**src/hdl/tsn_pkg.sv**
```systemverilog
`timescale 1ns / 1ps
// ----------------------------------------------------------------------------
// tsn_pkg
// Shared types and constants for the triangle surface normal pipeline.
// ----------------------------------------------------------------------------
package tsn_pkg;

  localparam int SQRT_STEPS = 32;   // one root bit per cell
  localparam int DIV_STEPS  = 31;   // one quotient bit per cell
  localparam int NORM_BITS  = 31;   // scaled magnitude width

  // normalized vector riding along the root chain
  typedef struct packed {
    logic [2:0]                 neg;
    logic                       degen;
    logic [2:0][NORM_BITS-1:0]  a;
  } tsn_vec_t;

  // one slot of the square-root chain
  typedef struct packed {
    logic        vld;
    logic [63:0] num;
    logic [63:0] res;
    logic [63:0] bitv;
    tsn_vec_t    vec;
  } tsn_sqrt_t;

  // one slot of the divider chain, three lanes sharing the divisor
  typedef struct packed {
    logic                       vld;
    logic [2:0]                 neg;
    logic                       degen;
    logic [31:0]                root;
    logic [2:0][31:0]           rem;
    logic [2:0][NORM_BITS-1:0]  low;
    logic [2:0][NORM_BITS-1:0]  quo;
  } tsn_div_t;

endpackage

```
**src/hdl/tsn_div_cell.sv**
```systemverilog
`timescale 1ns / 1ps
// ----------------------------------------------------------------------------
// tsn_div_cell
// One restoring division step for three lanes sharing one divisor.
// ----------------------------------------------------------------------------
module tsn_div_cell (
  input  logic              clk,
  input  logic              rst_n,
  input  logic              en,
  input  tsn_pkg::tsn_div_t prev,
  output tsn_pkg::tsn_div_t next
);

  localparam int NB = tsn_pkg::NORM_BITS;

  tsn_pkg::tsn_div_t slot_r, slot_nxt;

  always_comb begin
    logic [32:0] t;
    slot_nxt = prev;
    for (int i = 0; i < 3; i++) begin
      t = {prev.rem[i], prev.low[i][NB-1]};
      if (t >= {1'b0, prev.root}) begin
        slot_nxt.rem[i] = 32'(t - {1'b0, prev.root});
        slot_nxt.quo[i] = {prev.quo[i][NB-2:0], 1'b1};
      end else begin
        slot_nxt.rem[i] = t[31:0];
        slot_nxt.quo[i] = {prev.quo[i][NB-2:0], 1'b0};
      end
      slot_nxt.low[i] = {prev.low[i][NB-2:0], 1'b0};
    end
  end

  always_ff @(posedge clk) begin
    if (!rst_n) begin
      slot_r.vld <= 1'b0;
    end else if (en) begin
      slot_r.vld <= prev.vld;
    end
  end

  always_ff @(posedge clk) begin
    if (en) begin
      slot_r.neg   <= slot_nxt.neg;
      slot_r.degen <= slot_nxt.degen;
      slot_r.root  <= slot_nxt.root;
      slot_r.rem   <= slot_nxt.rem;
      slot_r.low   <= slot_nxt.low;
      slot_r.quo   <= slot_nxt.quo;
    end
  end

  assign next = slot_r;

endmodule
```
**config.mk**
```make
export PLATFORM = sky130hd
export DESIGN_NAME = tsn_div_cell
export DESIGN_NICKNAME = d
export VERILOG_FILES = /design/src/hdl/tsn_pkg.sv /design/src/hdl/tsn_div_cell.sv
export SDC_FILE = /design/constraint.sdc
export NUM_CORES = 1
export LEC_CHECK = 0
export ABC_CLOCK_PERIOD_IN_PS = 4600
export BUFFER_PORTS_ARGS = -buffer_cell sky130_fd_sc_hd__buf_2
export CAP_MARGIN = 30
export CORE_AREA = 2 2 246 248
export DETAILED_ROUTE_END_ITERATION = 16
export DIE_AREA = 0 0 248 250
export GPL_TIMING_DRIVEN = 1
export PLACE_DENSITY = 0.6
export SYNTH_ARGS = -nofsm -noshare
export SYNTH_HDL_FRONTEND = slang
export SYNTH_SLANG_ARGS = --single-unit
```
**constraint.sdc**
```tcl
create_clock -name clk -period 4.6 [get_ports clk]
set_input_delay 0.23 -clock clk [delete_from_list [all_inputs] [get_ports clk]]
set_output_delay 0.23 -clock clk [all_outputs]
set_load 0.02 [all_outputs]
```
Yosys cells after proc, flatten, opt, wreduce, memory -nomap -nowiden
Index checks and enable logic that the tools add are counted.
{"block": "op_classes", "addsub": 3, "n_lt_le_gt_ge": 3, "muxes": 6}
{"cell": "$ge A33 B32 Y1", "n": 3}
{"cell": "$mux W32", "n": 3}
{"cell": "$sub A32 B32 Y32", "n": 3}
{"cell": "$mux W1", "n": 3}
{"block": "totals", "reg_bits": 316, "wordCells": 25}

Depth between registers and ports, before layout
{"block": "logic_depth", "ltp_word": 2, "depth_mapped": 13}

Worst setup path after synthesis
OpenSTA, ideal clock, no wires.
{"block": "synth_path", "path_kind": "input-to-reg", "startpoint": "input prev[285] in the netlist's numbering", "endpoint": "register slot_r (netlist bit next[196]), data pin", "arrival_time_ns": 2.426, "setup_slack_ns": 1.914, "cell_stages": 11, "n_path_buf": 1, "path_cell_list": "inv_1 ha_1 and3_1 o21a_1 o31a_1 o31a_1 a21bo_1 o41ai_2 inv_2 buf_6 mux2_4"}
{"element": "start: declaration", "line_no": "tsn_div_cell.sv:10", "rtl": "input tsn_pkg::tsn_div_t prev,"}
{"element": "end: declaration", "line_no": "tsn_div_cell.sv:16", "rtl": "tsn_pkg::tsn_div_t slot_r, slot_nxt;"}

==> out/results.ini <==
[clock_tree]
path_clk_slew_ps = 60
htree_levels = 2
cts_setup_buffers = 0
cts_buffer_depth = 3
cts_inserted_buffers = 38
cts.repair.resized = 0
clk_latency_ps = 560
cts_root_buf = clkbuf_16
cts_tree = built
clock_sinks = 316

[run]
maxCapViolCount = 0

[floorplan]
die_h_um = 250
die-area_mm2 = 0.0620
ios = 641
core_mm2 = 0.0596
start_util = 0.273
die_w_um = 248
std_cell_rows = 90

[routing]
dr_wl_met3_um = 5120
wl_per_cell_um = 23.2
antenna_left = 0
viasPerCell = 4.77
vias = 14800
drcViolationCount = 0
top_layer = met5
drtPass1Iterations = 5
drt_wl_total_um = 72100
drtIter0Drc = 882
met1Wirelength_um = 26500
wl_met2_um = 37300

[timing]
fin_ws_ps = 1010
tns_ps = 0
setup_violations = 0
rsz0062_at_grt = false
relSlewSlack = 0.463
max_slew.worst_pin.slew_ps = 806
drv_slew = 0
finalHoldViolCount = 0
skew_ps = 0
fin_crit_sh = 0.780
clock.fmax_ghz = 0.279
period_minus_slack_ps = 3590

[worst_setup_path]
cp.arrival_ps = 3900
worst-path-max-fanout = 39
endpoint_kind = flip-flop
r2r-end = next[318]$_SDFFE_PN0P_
start_kind = primary input
rr_worst_depth = 3
setup.worst_path.class = in -> reg
worstReg2RegStart = next[318]$_SDFFE_PN0P_
required_ps = 4910
rrSetupSlack_ps = 3460

[final_layout]
finish.utilization = 0.407
drive_gt1_frac = 0.319
areaGrowthSynthToFinish_pct = 49.0
fin_nets = 2696
largest_register_ffs = 316

[yosys]
synthAdderAreaFrac = 0.0775
synth_area_leaders = edfxtp_1 (58%), ha_1 (7.4%), a21oi_1 (3.9%)
synth.most_common_cell = edfxtp_1
synth_top_family_by_area = compound AO/OA/AOI/OAI gates
ys_top_cells_by_count = edfxtp_1 (315), a21oi_1 (126), nor2_1 (108)
yosys.area_share.simple = 0.0997
postSynthCellCount = 1379
ys_types = 76
synth_edf_count = 315
muxShareOfSynthArea = 0.0126
yosys.area.top_type = edfxtp_1
ys.flop_type = edfxtp_1
yosys.area.top_type_share = 0.581
yosysWarnings = 0
synth-xor-area-share = 0.0377
synthArstFlopShare = 0
synth_compound_area_frac = 0.158
syn-cell-area_mm2 = 0.0163
ys_ff_latch = 316
yosysSeqAreaShare = 0.583
syn_avg_cell_area_um2 = 11.8

[power_and_ir_drop]
ir_drop_mv = 0.291
power.leakage_uw = 0.0104
power_density_mw_per_mm2 = 372

[worst_hold_path]
hold_end = next[203]$_DFFE_PP_
min_path_cells = 3
min_path_type = in -> reg
hp-start = prev[202]

[run_status]
outcome = finished clean

[placement]
hpwlAfterDp_um = 58100
numPortBuffers = 634
place_ws_ps = 888
gp_congestion = 0.871

[global_routing]
grt_first_pass_wirelength_um = 99400
grt_max_degree = 103
grt_usage = 0.223
antenna_found_initial = 34
grt-ovfl-total = 0
grt_pass1_vias = 14900

cells by family (layout without fill, tap and decap cells):
| logic type | count (synthesis) | in the layout |
|---|---|---|
| AOI/OAI and AO/OA | 405 | 405 |
| xor gates and xnor gates | 70 | 70 |
| adders and majority gates | 99 | 99 |
| buffers and inverters | 121 | 1044 |
| DFF | 316 | 316 |
| muxes | 17 | 17 |
| other | 1 | 21 |
| and+or+nand+nor | 350 | 350 |
cell usage in the layout, fill, tap and decap left out, types with 8 or more instances in the layout:
master         netlist  layout
nor2_1             108     108
o21a_1              17      17
o21bai_1            13      13
and3_1              10      10
inv_1               66      66
o21ai_0             97      97
clkbuf_16            0      39
nand4_1             23      23
diode_2              0      18
dlygate4sd3_1        0     264
nor3_1              20      20
xnor2_1             39      39
o31a_1               8       8
a21o_1              44      44
mux2_2               8       8
buf_2               15     633
nand3_1             22      22
clkinv_2             0       8
xor2_1              31      31
nand2_1            106     106
nor2b_1             14      14
o31ai_1             11      11
a21oi_1            126     126
edfxtp_1           315     315
nand2b_1            12      12
ha_1                96      96
a31oi_1             17      17
worst max-delay path by stage:
stage	slack [ps]	startpoint	endpoint
final	1010	prev[285]	next[206]$_DFFE_PP_
after global routing	900	prev[284]	next[206]$_DFFE_PP_
after CTS	1040	prev[284]	next[206]$_DFFE_PP_
after detailed placement	890	prev[283]	next[206]$_DFFE_PP_
after global placement	980	prev[283]	next[206]$_DFFE_PP_
after floorplan	1910	prev[285]	next[196]$_DFFE_PP_
per-stage QoR:
| stage | hold slack, ps | area [um^2] | power [uW] | std cells |
|---|---|---|---|---|
| floorplan | 329 | 16300 | 4920 | 1381 |
| CTS | 0.489 | 24200 | 9130 | 3086 |
| detailed placement | 408 | 20300 | 5790 | 2753 |
| global route | 20.4 | 24200 | 9440 | 3100 |
| global placement | 407 | 20300 | 5770 | 2753 |
| finish | 28.4 | 24200 | 9030 | 3104 |
per-layer routing:
metal  vias to the layer above  global-route usage
met2                       567               0.404
met3                       139              0.0541
met5                         -                   0
li1                       7000                   -
met1                      7096               0.245
met4                         6              0.0987
cell type report:
cell class / instances / area, um^2
timing repair buffer: 908 / 5940
antenna: 18 / 45.0
inverter: 67 / 251
sequential: 316 / 9480
clock inverter: 29 / 283
clock buffer: 40 / 980
fill: 5797 / 35300
multi-input combinational: 944 / 6290
tap: 782 / 978
worst max-delay path: stages:
cell and delay (ps):
dlygate4sd3_1 550, buf_2 130, inv_1 260, ha_1 360, and3_1 240, o21a_1 160, o31a_1 320, o31a_1 310
a21bo_1 220, o41ai_2 310, inv_2 390, mux2_4 410
timing repair:
item,CTS,global route
hold endpoints to repair,263,0
endpoints found under the setup margin,0,0
hold buffers,264,0
where the power goes:
part	leakage (uW)	total [uW]	switching (uW)	internal [uW]
sequential	0.00309	3630	91.3	3540
clock	0.000615	3100	1310	1790
combinational	0.00671	2300	1430	875
total	0.0104	9030	2830	6210
Note: power is estimated with default switching activity, not from simulation.
