**config.mk**
```make
export PLATFORM = sky130hd
export DESIGN_NAME = tsn_sqrt_cell
export DESIGN_NICKNAME = d
export VERILOG_FILES = /design/src/hdl/tsn_pkg.sv /design/src/hdl/tsn_sqrt_cell.sv
export SDC_FILE = /design/constraint.sdc
export NUM_CORES = 1
export LEC_CHECK = 0
export ABC_AREA = 1
export BUFFER_PORTS_ARGS = -buffer_cell sky130_fd_sc_hd__buf_2
export CELL_PAD_IN_SITES_DETAIL_PLACEMENT = 1
export CELL_PAD_IN_SITES_GLOBAL_PLACEMENT = 2
export CORE_MARGIN = 2
export CORE_UTILIZATION = 27
export CTS_CLUSTER_DIAMETER = 50
export CTS_CLUSTER_SIZE = 30
export DETAILED_ROUTE_END_ITERATION = 8
export PLACE_DENSITY_LB_ADDON = 0.08
export SYNTH_ARGS = -nofsm -noshare
export SYNTH_HDL_FRONTEND = slang
export SYNTH_SLANG_ARGS = --single-unit
export TNS_END_PERCENT = 1
```
**constraint.sdc**
```tcl
create_clock -name clk -period 3.7 [get_ports clk]
set_clock_uncertainty 0.1 [all_clocks]
set_input_delay 0 -clock clk [delete_from_list [all_inputs] [get_ports clk]]
set_output_delay 0 -clock clk [all_outputs]
set_load 0.05 [all_outputs]
```
**src/hdl/tsn_pkg.sv**
```systemverilog
`timescale 1ns / 1ps
// ----------------------------------------------------------------------------
// tsn_pkg
// Shared types and constants for the triangle surface normal pipeline.
// ----------------------------------------------------------------------------
package tsn_pkg;

  localparam int SQRT_STEPS = 32;   // one root bit per cell
  localparam int DIV_STEPS  = 31;   // one quotient bit per cell
  localparam int NORM_BITS  = 31;   // scaled magnitude width

  // normalized vector riding along the root chain
  typedef struct packed {
    logic [2:0]                 neg;
    logic                       degen;
    logic [2:0][NORM_BITS-1:0]  a;
  } tsn_vec_t;

  // one slot of the square-root chain
  typedef struct packed {
    logic        vld;
    logic [63:0] num;
    logic [63:0] res;
    logic [63:0] bitv;
    tsn_vec_t    vec;
  } tsn_sqrt_t;

  // one slot of the divider chain, three lanes sharing the divisor
  typedef struct packed {
    logic                       vld;
    logic [2:0]                 neg;
    logic                       degen;
    logic [31:0]                root;
    logic [2:0][31:0]           rem;
    logic [2:0][NORM_BITS-1:0]  low;
    logic [2:0][NORM_BITS-1:0]  quo;
  } tsn_div_t;

endpackage

```
**src/hdl/tsn_sqrt_cell.sv**
```systemverilog
`timescale 1ns / 1ps
// ----------------------------------------------------------------------------
// tsn_sqrt_cell
// One digit step of the integer square root; the trial bit travels along.
// ----------------------------------------------------------------------------
module tsn_sqrt_cell (
  input  logic               clk,
  input  logic               rst_n,
  input  logic               en,
  input  tsn_pkg::tsn_sqrt_t prev,
  output tsn_pkg::tsn_sqrt_t next
);

  tsn_pkg::tsn_sqrt_t slot_r, slot_nxt;

  always_comb begin
    logic [63:0] trial;
    trial    = prev.res + prev.bitv;
    slot_nxt = prev;
    if (prev.num >= trial) begin
      slot_nxt.num = prev.num - trial;
      slot_nxt.res = (prev.res >> 1) + prev.bitv;
    end else begin
      slot_nxt.res = prev.res >> 1;
    end
    slot_nxt.bitv = prev.bitv >> 2;
  end

  always_ff @(posedge clk) begin
    if (!rst_n) begin
      slot_r.vld <= 1'b0;
    end else if (en) begin
      slot_r.vld <= prev.vld;
    end
  end

  always_ff @(posedge clk) begin
    if (en) begin
      slot_r.num  <= slot_nxt.num;
      slot_r.res  <= slot_nxt.res;
      slot_r.bitv <= slot_nxt.bitv;
      slot_r.vec  <= slot_nxt.vec;
    end
  end

  assign next = slot_r;

endmodule

```
* After elaboration in Yosys (flattened, before gate mapping) *
Index checks and enable logic that the tools add are counted.

storage, ports and cells
  register bits after elaboration = 288
  input bits = 293
  output and inout bits = 290

operators by class
  $add $sub $neg = 3
  $lt $le $gt $ge = 1
  muxes and demuxes = 2

operators with widths
  kind                     count
  adder 63 x 64 -> 64 bit  1
  adder 64 bit             1
  >= comparator 64 bit     1
  two-way mux 64 bit       1
  subtractor 64 bit        1
  two-way mux 63 bit       1

* Logic depth before layout (Yosys ltp) *
  word-level depth = 3
  gate-level depth with buffers = 31
  gate-level depth less buffers = 30

* Worst setup path before layout *
No wires, ideal clock.

  path kind = input to register
  start point = input prev[97] (netlist name)
  end point = register slot_r, in the netlist next[218] (data pin)
  arrival = 3.184 ns
  slack = 0.163 ns
  cell stages on the path = 28
  cell sequence = ha_1 -> inv_1 -> fa_1 -> inv_1 -> nand3_1 -> nand2_1 -> nand2_1 -> nand2_1 -> nand2_1 -> nand2_1 -> nand3b_1 -> nand3_1 -> nand2_1 -> nand3b_1 -> nand2_1 -> ha_1 -> nand2_2 -> inv_1 -> nand2_1 -> nand2_1 -> a21oi_1 -> nand2_1 -> a21oi_4 -> nand3_2 -> buf_8 -> buf_8 -> nand3_1 -> nand2_1

RTL lines
  element          RTL line             RTL
  start, declared  tsn_sqrt_cell.sv:10  input tsn_pkg::tsn_sqrt_t prev,
  end, declared    tsn_sqrt_cell.sv:14  tsn_pkg::tsn_sqrt_t slot_r, slot_nxt;

==> results.yml <==
critical_path:
  critPathKind: "in -> reg"
  cp.required_ns: 3.96
  worstPathArrival_ns: 3.76
  cp-end-kind: "register"
  crit_top_cell: "nand2_1"
  cp-start-kind: "input port"
  max_stage_delay_ns: 0.56
  crit_slowest_cell: "dlygate4sd3_1"
  critical_path.max_fanout: 12
  path_delay_family: "simple AND/OR/NAND/NOR gates"
  cp.buffers_inverters: 5
  path_cells: "dlygate4sd3_1, buf_2, ha_1, inv_1, nor3_4, nand2_2, nor4_1, nand2_1, nand2_1, nand2_1, nand2_2, ha_4, a21oi_1, o21ai_0, a21oi_1, nand2_1, a21oi_4, nand3_4, buf_12, buf_4, nand2_1, o21ai_0"
clock_network:
  clk_pin_slew_worst_paths_ns: 0.06
  clk_latency_ns: 0.63
  cts_tree: "yes"
  clock_sink_count: 288
  clockRootBuffer: "clkbuf_16"
  clock_path_buffers: 3
  htree_num_levels: 2
  numCtsBuffers: 46
logic_synthesis:
  synth_edf_count: 287
  ys_ff_latch: 288
  ys.flop_type: "edfxtp_1"
  synth_commonest_cells: "1654 x nand2_1, 901 x inv_1, 380 x nor2_1"
  syn_avg_cell_area_um2: 6.386
  synth_area_leaders: "edfxtp_1 31%, nand2_1 23%, inv_1 12%"
  synth_top_area_share: 0.3149
  yosys_warnings: 0
  netlist_area_mm2: 0.02737
  async_reset_ff_frac: 0
  synth.distinct_cells: 45
  synth_area_leader_cell: "edfxtp_1"
  ys_seq_area_frac: 0.3156
  synth_cells: 4286
  synth_most_common_cell: "nand2_1"
timing:
  layout_min_cycle_time_ns: 3.501
  fin_crit_sh: 0.9461
  setup_viol: 0
  drv_slew: 0
  rsz0062_at_grt: "yes"
  worst_slew_pin_slew_ns: 0.7084
  max_freq_ghz: 0.2857
  max_slew_margin: 0.5277
  hold_viol_final: 0
pwr:
  peakVddDrop_v: 0.0003661
  power_density_mw_per_mm2: 440.6
  power.total_uw: 18970
  leakage_uw: 0.02309
min_path:
  hp-class: "in -> reg"
place:
  gp_congestion: 0.9698
  placed_cell_area_mm2: 0.03716
  dp_hpwl_um: 126400
  dp.cells: 6898
  portBuffers: 580
die:
  coreArea_mm2: 0.1003
  chipHeight_um: 322.4
  initial_utilization: 0.2729
  die_area_mm2: 0.1039
  dieWidth_um: 322.4
  ios: 583
  rows: 116
route:
  vias: 33604
  first_iter_violations: 1640
  wirelength_um: 151900
  drc: 0
  ant_nets: 0
  wl_per_cell_um: 20.62
  dr.pass1.iters: 5
  viasPerCell: 4.561
global_route:
  antenna_found_initial: 3
  grt_pass1_vias: 35717
  grt-ovfl-total: 0
  grt_max_degree: 77
  grt_usage: 0.2860
  grt_pass1_wl_um: 219900
layout:
  largest_reg_flops: 288
  n_antenna_cell: 0
  syn_to_final_growth_pct: 57.34
  multi_input_area_mm2: 0.01545
  design_area_mm2: 0.04306
  final_nets: 6461
  n_fill_cell: 13030
  seqCellArea_mm2: 0.008638
  fin_cells: 7368
  drive_gt1_frac: 0.2542
  final_util: 0.4294
status:
  outcome: "finished, final reports clean"
run:
  maxCapViolCount: 0
[placed cells by master (no fill, tap or decap), types with 4 or more instances in the layout]
master and instances:
xnor2_1 30, clkinvlp_4 6, buf_12 11, ha_1 167, edfxtp_1 287, xor2_1 65
nand2_1 1625, inv_6 6, nand3_1 202, inv_1 901, ha_2 15, o21ai_2 28
nand2_2 30, and2_1 7, nand3b_1 23, bufinv_16 5, buf_4 701, o21ai_0 63
clkbuf_16 47, nor3_1 32, clkinv_4 4, o21ai_1 60, buf_2 579, nor2_1 358
a21oi_1 154, o21bai_1 9, dlygate4sd3_1 382, a21oi_2 17, nand3_2 5, inv_8 5
o21a_1 6, nand4_1 87, clkbuf_1 4, nor2_2 26, clkinv_2 4, nor4_1 8
ha_4 8
[path summary, 6_finish.rpt]
path	slack (ns)	endpoint	from	cells after the start
worst max-delay path	0.20	next[176]	prev[159]	22
worst min-delay path	0.03	next[213]	prev[214]	5
worst max register to register	2.13	next[289]	next[289]	3
worst min register to register	1.23	next[289]	next[289]	3
[power by group]
| part | switching (uW) | leakage [uW] | internal (uW) | total (uW) |
|---|---|---|---|---|
| clock | 1900 | 0.000765 | 2710 | 4610 |
| combinational | 6390 | 0.0195 | 3600 | 9990 |
| sequential | 161 | 0.00281 | 4210 | 4370 |
| total | 8460 | 0.0231 | 10500 | 19000 |
[what timing repair did]
action                                  4_1_cts  5_1_grt
pin swaps                                     1       11
gates cloned                                  0        1
resized for setup                             0      125
hold buffers                                382        0
buffers inserted                              1        2
endpoints found under the setup margin      110      128
endpoints found under the hold margin       356        0
[cell families after synthesis]
logic type / count (synthesis) / synth area share
adder cells (fa/ha/maj): 193 / 0.08906
AND/OR/NAND/NOR: 2424 / 0.3602
buffers and inverters: 942 / 0.1356
AO/OA/AOI/OAI: 341 / 0.06830
other: 1 / 0.0001370
XOR/XNOR: 97 / 0.03104
flip-flops: 288 / 0.3156
[metal layers]
layer  GRT usage  up-vias  wire (um)
li1            -    16726          -
met1      0.3345    15853      62720
met2      0.5294      752      76990
met3     0.02656      269       5015
met4      0.1209        4       7164
met5           0        -         23
[cell type report]
type | count | share of cell area
Sequential cell | 288 | 0.2006
Multi-Input combinational cell | 3057 | 0.3588
Timing Repair Buffer | 1678 | 0.2851
Inverter | 904 | 0.07880
Tap cell | 1357 | 0.03943
Clock buffer | 50 | 0.02708
Clock inverter | 34 | 0.01017
[worst min-delay path, stage by stage]
cell	delay (ns)
buf_2	0.14
ha_1	0.24
nand2_1	0.08
nand3_1	0.09
nand2_1	0.05
[stage by stage]
step           setup slack (ns)  hold WS, ns  setup TNS, ns
3_5_place_dp            -0.7793      0.07827         -92.48
3_3_place_gp            -0.7626      0.07638         -90.78
4_1_cts                 0.02721     0.001133              0
2_1_floorplan            0.1629    -0.006536              0
5_1_grt                -0.05590     0.009798        -0.7921
6_report                 0.1994      0.03319              0
No activity file was read; power rests on OpenSTA's default activity.
